`config.mk`:
```
export PLATFORM = sky130hd
export DESIGN_NAME = pls_ctrl
export DESIGN_NICKNAME = d
export VERILOG_FILES = /design/src/rtl/core/pls_pkg.sv /design/src/rtl/core/pls_ctrl.sv
export SDC_FILE = /design/constraint.sdc
export NUM_CORES = 1
export LEC_CHECK = 0
export CAP_MARGIN = 30
export CORE_UTILIZATION = 35
export DETAILED_ROUTE_END_ITERATION = 6
export DONT_BUFFER_PORTS = 1
export PLACE_DENSITY = 0.53
export SLEW_MARGIN = 40
export SYNTH_ARGS = -nofsm -noshare
export SYNTH_HDL_FRONTEND = slang
export SYNTH_SLANG_ARGS = --single-unit
```
`constraint.sdc`:
```
create_clock -name clock -period 1 [get_ports clock]
set_input_delay 0 -clock clock [delete_from_list [all_inputs] [get_ports clock]]
set_output_delay 0 -clock clock [all_outputs]
set_load 0.02 [all_outputs]
```
`src/rtl/core/pls_pkg.sv`:
```
// Shared types and codes for the positional list store.
package pls_pkg;

   localparam int unsigned ACT_W   = 3;
   localparam int unsigned VALUE_W = 32;
   localparam int unsigned POS_W   = 16;
   localparam int unsigned LEN_W   = 9;

   typedef enum logic [ACT_W-1:0] {
      ACT_INS_FRONT = 3'd0,
      ACT_INS_BACK  = 3'd1,
      ACT_REMOVE    = 3'd2,
      ACT_READ      = 3'd3,
      ACT_CLEAR     = 3'd4
   } action_type;

   typedef enum logic [2:0] {
      ST_IDLE,
      ST_EXEC,
      ST_SHIFT,
      ST_DRAIN,
      ST_FRONT,
      ST_DONE
   } state_type;

   typedef enum logic [1:0] {
      CNT_HOLD,
      CNT_INC,
      CNT_DEC,
      CNT_CLR
   } cnt_op_type;

   typedef enum logic [1:0] {
      WR_NONE,
      WR_FRONT,
      WR_BACK
   } wr_kind_type;

   // controller to datapath
   typedef struct packed {
      logic        load_req;
      logic        ptr_load;
      logic        step;
      logic        rd_pos;
      wr_kind_type wr_kind;
      cnt_op_type  cnt_op;
      logic        out_load;
      logic        out_err;
      logic        out_rd;
   } cmd_type;

   // datapath to controller
   typedef struct packed {
      action_type act;
      logic       full;
      logic       empty;
      logic       pos_ok;
      logic       pos_at_end;
      logic       ptr_last;
   } stat_type;

endpackage

```
`src/rtl/core/pls_ctrl.sv`:
```
// Sequencing state machine for the positional list store.
module pls_ctrl (
   input  logic              clock,
   input  logic              reset,
   input  logic              req_tvalid,
   output logic              req_tready,
   output logic              rsp_tvalid,
   input  logic              rsp_tready,
   input  pls_pkg::stat_type stat,
   output pls_pkg::cmd_type  cmd
);
   import pls_pkg::*;

   state_type state_ff, state_in;
   logic      err_ff, err_in;
   logic      rdf_ff, rdf_in;
   logic      rsp_valid_ff, rsp_valid_in;
   logic      out_free;

   assign out_free   = !rsp_valid_ff || rsp_tready;
   assign req_tready = (state_ff == ST_IDLE);
   assign rsp_tvalid = rsp_valid_ff;

   // next state
   always_comb begin
      state_in = state_ff;
      unique case (state_ff)
         ST_IDLE: begin
            if (req_tvalid) state_in = ST_EXEC;
         end
         ST_EXEC: begin
            state_in = ST_DONE;
            case (stat.act)
               ACT_INS_FRONT: begin
                  if (!stat.full) state_in = stat.empty ? ST_FRONT : ST_SHIFT;
               end
               ACT_REMOVE: begin
                  if (stat.pos_ok && !stat.pos_at_end) state_in = ST_SHIFT;
               end
               default: state_in = ST_DONE;
            endcase
         end
         ST_SHIFT: begin
            if (stat.ptr_last) state_in = ST_DRAIN;
         end
         ST_DRAIN: begin
            state_in = (stat.act == ACT_INS_FRONT) ? ST_FRONT : ST_DONE;
         end
         ST_FRONT: state_in = ST_DONE;
         ST_DONE: begin
            if (out_free) state_in = ST_IDLE;
         end
         default: state_in = ST_IDLE;
      endcase
   end

   // outputs
   always_comb begin
      cmd          = '0;
      cmd.wr_kind  = WR_NONE;
      cmd.cnt_op   = CNT_HOLD;
      cmd.out_err  = err_ff;
      cmd.out_rd   = rdf_ff;
      err_in       = err_ff;
      rdf_in       = rdf_ff;
      rsp_valid_in = rsp_valid_ff && !rsp_tready;
      unique case (state_ff)
         ST_IDLE: begin
            cmd.load_req = req_tvalid;
         end
         ST_EXEC: begin
            err_in = 1'b1;
            rdf_in = 1'b0;
            case (stat.act)
               ACT_INS_FRONT: begin
                  err_in = stat.full;
                  if (!stat.full && !stat.empty) cmd.ptr_load = 1'b1;
               end
               ACT_INS_BACK: begin
                  err_in = stat.full;
                  if (!stat.full) begin
                     cmd.wr_kind = WR_BACK;
                     cmd.cnt_op  = CNT_INC;
                  end
               end
               ACT_REMOVE: begin
                  err_in = !stat.pos_ok;
                  if (stat.pos_ok) begin
                     if (stat.pos_at_end) cmd.cnt_op = CNT_DEC;
                     else cmd.ptr_load = 1'b1;
                  end
               end
               ACT_READ: begin
                  err_in     = !stat.pos_ok;
                  rdf_in     = stat.pos_ok;
                  cmd.rd_pos = stat.pos_ok;
               end
               ACT_CLEAR: begin
                  err_in     = 1'b0;
                  cmd.cnt_op = CNT_CLR;
               end
               default: err_in = 1'b1;
            endcase
         end
         ST_SHIFT: cmd.step = 1'b1;
         ST_DRAIN: begin
            if (stat.act != ACT_INS_FRONT) cmd.cnt_op = CNT_DEC;
         end
         ST_FRONT: begin
            cmd.wr_kind = WR_FRONT;
            cmd.cnt_op  = CNT_INC;
         end
         ST_DONE: begin
            cmd.out_load = out_free;
            if (out_free) rsp_valid_in = 1'b1;
         end
         default: cmd.load_req = 1'b0;
      endcase
   end

   always_ff @(posedge clock) begin
      if (reset) begin
         state_ff     <= ST_IDLE;
         rsp_valid_ff <= 1'b0;
         err_ff       <= 1'b0;
         rdf_ff       <= 1'b0;
      end else begin
         state_ff     <= state_in;
         rsp_valid_ff <= rsp_valid_in;
         err_ff       <= err_in;
         rdf_ff       <= rdf_in;
      end
   end

endmodule

```
# Word-level counts from Yosys, hierarchy flattened
# Index checks and enable logic that the tools add are counted.
[word_totals]
reg_bits = 6
in_bits = 12
out_inout_bits = 13
wordCells = 62
[classes]
eq_ne = 12
n_reduce_logical = 16
muxes = 30
[op_table]
columns = ["op", "n"]
rows = [
  ["$mux 3", 6],
  ["$pmux 3 s6", 1],
  ["$eq 3x2->1 const B", 4],
  ["$mux 1", 12],
  ["$pmux 2 s3", 2],
  ["$eq 3x3->1 const B", 3],
  ["$mux 2", 4],
  ["$eq 3x1->1 const B", 2],
  ["$logic_not 1->1", 6],
  ["$logic_not 3->1", 2],
  ["$ne 2x2->1 const B", 3],
  ["$pmux 3 s2", 1],
  ["$mux 4", 1],
  ["$pmux 2 s2", 1],
  ["$reduce_or 2->1", 2],
  ["$logic_and 1x1->1", 3],
  ["$pmux 1 s3", 1],
  ["$reduce_and 3->1", 1],
  ["$reduce_bool 3->1", 1],
  ["$pmux 1 s2", 1],
  ["$logic_or 1x1->1", 1],
]

# Logic depth before layout (Yosys ltp)
[logic_depth]
ltp_word = 5
depth_mapped = 5
depth_no_buf = 4

# Worst setup path after synthesis
# OpenSTA, ideal clock, no wires.
[synth_path]
path_type = "register -> output"
start = "register state_ff[2]"
end = "output port cmd[6] (netlist bit)"
required_ns = 1.000
path_slack_ns = -0.443
stages_incl_launch_ff = 6
arrival_ns = 1.443
n_path_buf = 1
path_cell_list = "dfxtp_1 > buf_2 > nand2b_4 > nor2_2 > nand2_1 > nor4_1"
[synth_rtl]
columns = ["element", "line", "source"]
rows = [
  ["from (decl)", "pls_ctrl.sv:14", "state_type state_ff, state_in;"],
  ["from (signal assigned)", "pls_ctrl.sv:128", "state_ff <= state_in;"],
  ["to (decl)", "pls_ctrl.sv:10", "output pls_pkg::cmd_type cmd"],
]

==> impl_results.md <==
* Root Driver: clkbuf_4
* Register area share after synthesis at 23.9%
* Drt drc at 0
* Area of the die at 1590 um^2
* Mux cell area share after synthesis at 2.00%
* Clock-pin slew on the worst setup and hold paths at 0.05 ns
* CP Class: flip-flop to output pin
* P&R area growth vs syn at 72.8%
* YS warnings at 0
* Simple-gate area share of the yosys netlist at a little under two fifths
* Synth area leader: dfxtp_1
* Synth area leaders: dfxtp_1, nor2_1, a21oi_1, o32ai_1, buf_4
* Seq cells post-synth at 6
* Final design instance area without fill at ~870 um^2
* Initial antenna violation count at 0
* Reg power frac at between 10% and 20%
* Max cap viols at 0
* Worst-Margin Slew at ~0.43 ns
* Worst R2R Setup Slack at -0.17 ns
* Most frequent cells in the layout: buf_4, nor2_1, buf_6
* Worst skew pair latency at 0.25 ns
* Die Ht at 39.9 um
* Largest net degree at the start of global routing at 12
* Inserted Clock Buffers at 3
* Switching part of the total at around two fifths
* Slew headroom at 71.1%
* Ys flop type: dfxtp_1
* # IOs at 25
* All-Layer GR Usage at 18.6%
* Initial Util at a little under two fifths
* Final setup violation count at 15
* Via count at about 600
* Number of global-route vias before repair at 454
* Initial DRC count at 12
* Worst Setup Slack, final at -0.309 ns
* I/O Buffers at 0
* Startpoint Class: flip-flop
* Core ar. at 1320 um^2
* Leakage Power at 0.341 nW
* Routed wire length at ~1500 um
* Post-Syn Instances at 70
* Final Cycle Share at 131%
* Largest family of logic cells by synthesized area: simple AND/OR/NAND/NOR gates
* Synth Area in XOR/XNOR at 0%
* Sink Count at 6
* Grt ovf at 0
* Buffer depth of the longest clock path at 2
* Clock power frac at 13.2%
* Hold endpoint: err_ff$_SDFFE_PP0P_
* Die Span X at 39.9 um
* First-pass iteration count of the detailed router at 4
* CP bufs+invs at 0
* CTS tree: yes
* Peak VDD IR at ~0.0013 V
* Worst Path Required at 1.00 ns
* Average size of a mapped cell at 7.17 um^2
* First-pass GRT wire length at 1970 um
* Crit-path leading delay family: simple AND/OR/NAND/NOR gates
* Worst hold path cell count at 2
* Fraction of the mapped netlist area in adder cells at 0%
* Final Net Count at 107
* Fmax at 764 MHz
* Yosys top cell area share at approximately a quarter
* Failing checks: negative setup slack
* Synth unique cells at 32
* Setup TNS at -2.52 ns
* Gate power share at 67.7%
* Crit path max-delay cell type: o32ai_4
* CP Capture Type: output pin
* CP Data Arrival Time at 1.31 ns
* R2R depth at 6
* CP max stage delay at 0.36 ns
* Final hold violations at 0
* EDFF count, synth at 0
* Compound-gate portion of the synthesized area at 23.7%
* GP Congestion at between 0.7 and 0.8
* Worst Hold Class: input port to flip-flop
* Asr flop ratio synth at 0%
* Clock Skews at 0.00550 ns
* Htree depth at 1
* Worst-path cell chain: nand2b_4, or2_4, o32ai_4
* DP Wirelength at 946 um
* Diodes inserted at 0
* Internal at about 1.0 mW
* Worst R2R End: state_ff[0]$_SDFFE_PP0P_
* Fin crit period at 1.31 ns
* Antenna Violating Nets Remaining at 0
* Final number of max-transition violations at 0
* Dpl cell area at 639 um^2
* Post-Synthesis Cell Area at roughly 500 um^2
* RSZ-0062 raised after global routing: true
* Pwr per Cell Area at between 1500 and 2000 nW/um^2
* Max FO, Critical Path at 3
* Vias/cell at 5.57
* Routed len/inst at 14.2 um
* Commonest non-fill, non-tap cell in the layout: buf_4
* Total Power at 1.73 mW
* Floorplan row count at 13
* Syn Nets at 82
* Switching pwr at a little over 700 uW
* Worst r2r src: state_ff[1]$_SDFFE_PP0P_
* Hold_sp: stat[7]
* Status: complete, but fails checks
* Share of layout cells above drive strength 1 at between 50% and 60%
[power groups by stage]
stage               logic [mW]  registers, mW  clock network, mW
global placement         0.882          0.332                  0
CTS                       1.05          0.325              0.235
finish                    1.17          0.330              0.228
global route              1.24          0.337              0.252
floorplan                0.692          0.319                  0
detailed placement       0.883          0.333                  0
[layer usage]
layer | wire [um] | GRT usage [%] | vias to the layer above
li1 | - | - | 301
met1 | 668 | 25.5 | 278
met2 | 759 | 27.8 | 21
met3 | 89 | 3.41 | 2
met4 | 16 | 7.76 | 0
met5 | 0 | 0 | -
[registers in the layout, indices dropped and copies added (netlist names)]
name,count
rsp_tvalid,1
rdf_ff,1
err_ff,1
state_ff,3
[synth_stat cells (all sizes together) (2+ instances only)]
| cell | number |
|---|---|
| o32ai | 3 |
| dfxtp | 6 |
| a31oi | 2 |
| a21oi | 8 |
| nand2b | 3 |
| o31ai | 2 |
| nor2 | 12 |
| nor3 | 4 |
| buf | 9 |
| nand2 | 5 |
[stage by stage]
| stage | setup slack [ns] | instances | utilization, % | hold slack, ns |
|---|---|---|---|---|
| after floorplan | -0.164 | 70 | - | 0.0377 |
| after global routing | -0.352 | 108 | 65.8 | 0.0442 |
| after global placement | -0.145 | 92 | 48.5 | 0.0707 |
| after CTS | -0.310 | 104 | 60.9 | 0.0230 |
| final | -0.309 | 108 | 65.8 | 0.0279 |
| after detailed placement | -0.149 | 92 | 48.5 | 0.0722 |
[area by class of cell]
type / count / area, um^2
tap: 15 / 18.8
clock buffer: 3 / 22.5
multi-input combinational: 54 / 435
fill: 106 / 450
sequential: 6 / 125
timing repair buffer: 29 / 262
inverter: 1 / 3.75
[worst max path at each step]
| stage | from | end | slack (ns) | depth (start not counted) |
|---|---|---|---|---|
| after floorplan | state_ff[2]$_SDFFE_PP0P_ | cmd[3] | -0.16 | 4 |
| after global placement | state_ff[1]$_SDFFE_PP0P_ | state_ff[0]$_SDFFE_PP0P_ | -0.14 | 4 |
| after detailed placement | state_ff[1]$_SDFFE_PP0P_ | state_ff[0]$_SDFFE_PP0P_ | -0.15 | 4 |
| after CTS | state_ff[2]$_SDFFE_PP0P_ | cmd[3] | -0.31 | 3 |
| after global routing | state_ff[2]$_SDFFE_PP0P_ | cmd[3] | -0.35 | 3 |
| final | state_ff[2]$_SDFFE_PP0P_ | cmd[3] | -0.31 | 3 |
[worst register-to-register path, cell delays in order (launching register included)]
cell and delay [ns]:
dfxtp_4 0.37, buf_6 0.13, buf_6 0.11, o31ai_2 0.05, a22oi_1 0.09, a31oi_1 0.18, o32ai_1 0.10
[logic make-up after synthesis]
kind of cell	count (synthesis)
AND/OR/NAND/NOR	35
AO/OA/AOI/OAI	18
buffers and inverters	10
flip-flops	6
multiplexers	1
[repair_timing]
item | 4_1_cts | 5_1_grt
hold buffers | 4 | 0
resized for setup | 20 | 9
pin swaps | 6 | 9
hold endpoints to repair | 6 | 0
setup endpoints to repair | 15 | 16
buffers inserted | 5 | 4
No activity file was read; power rests on OpenSTA's default activity.
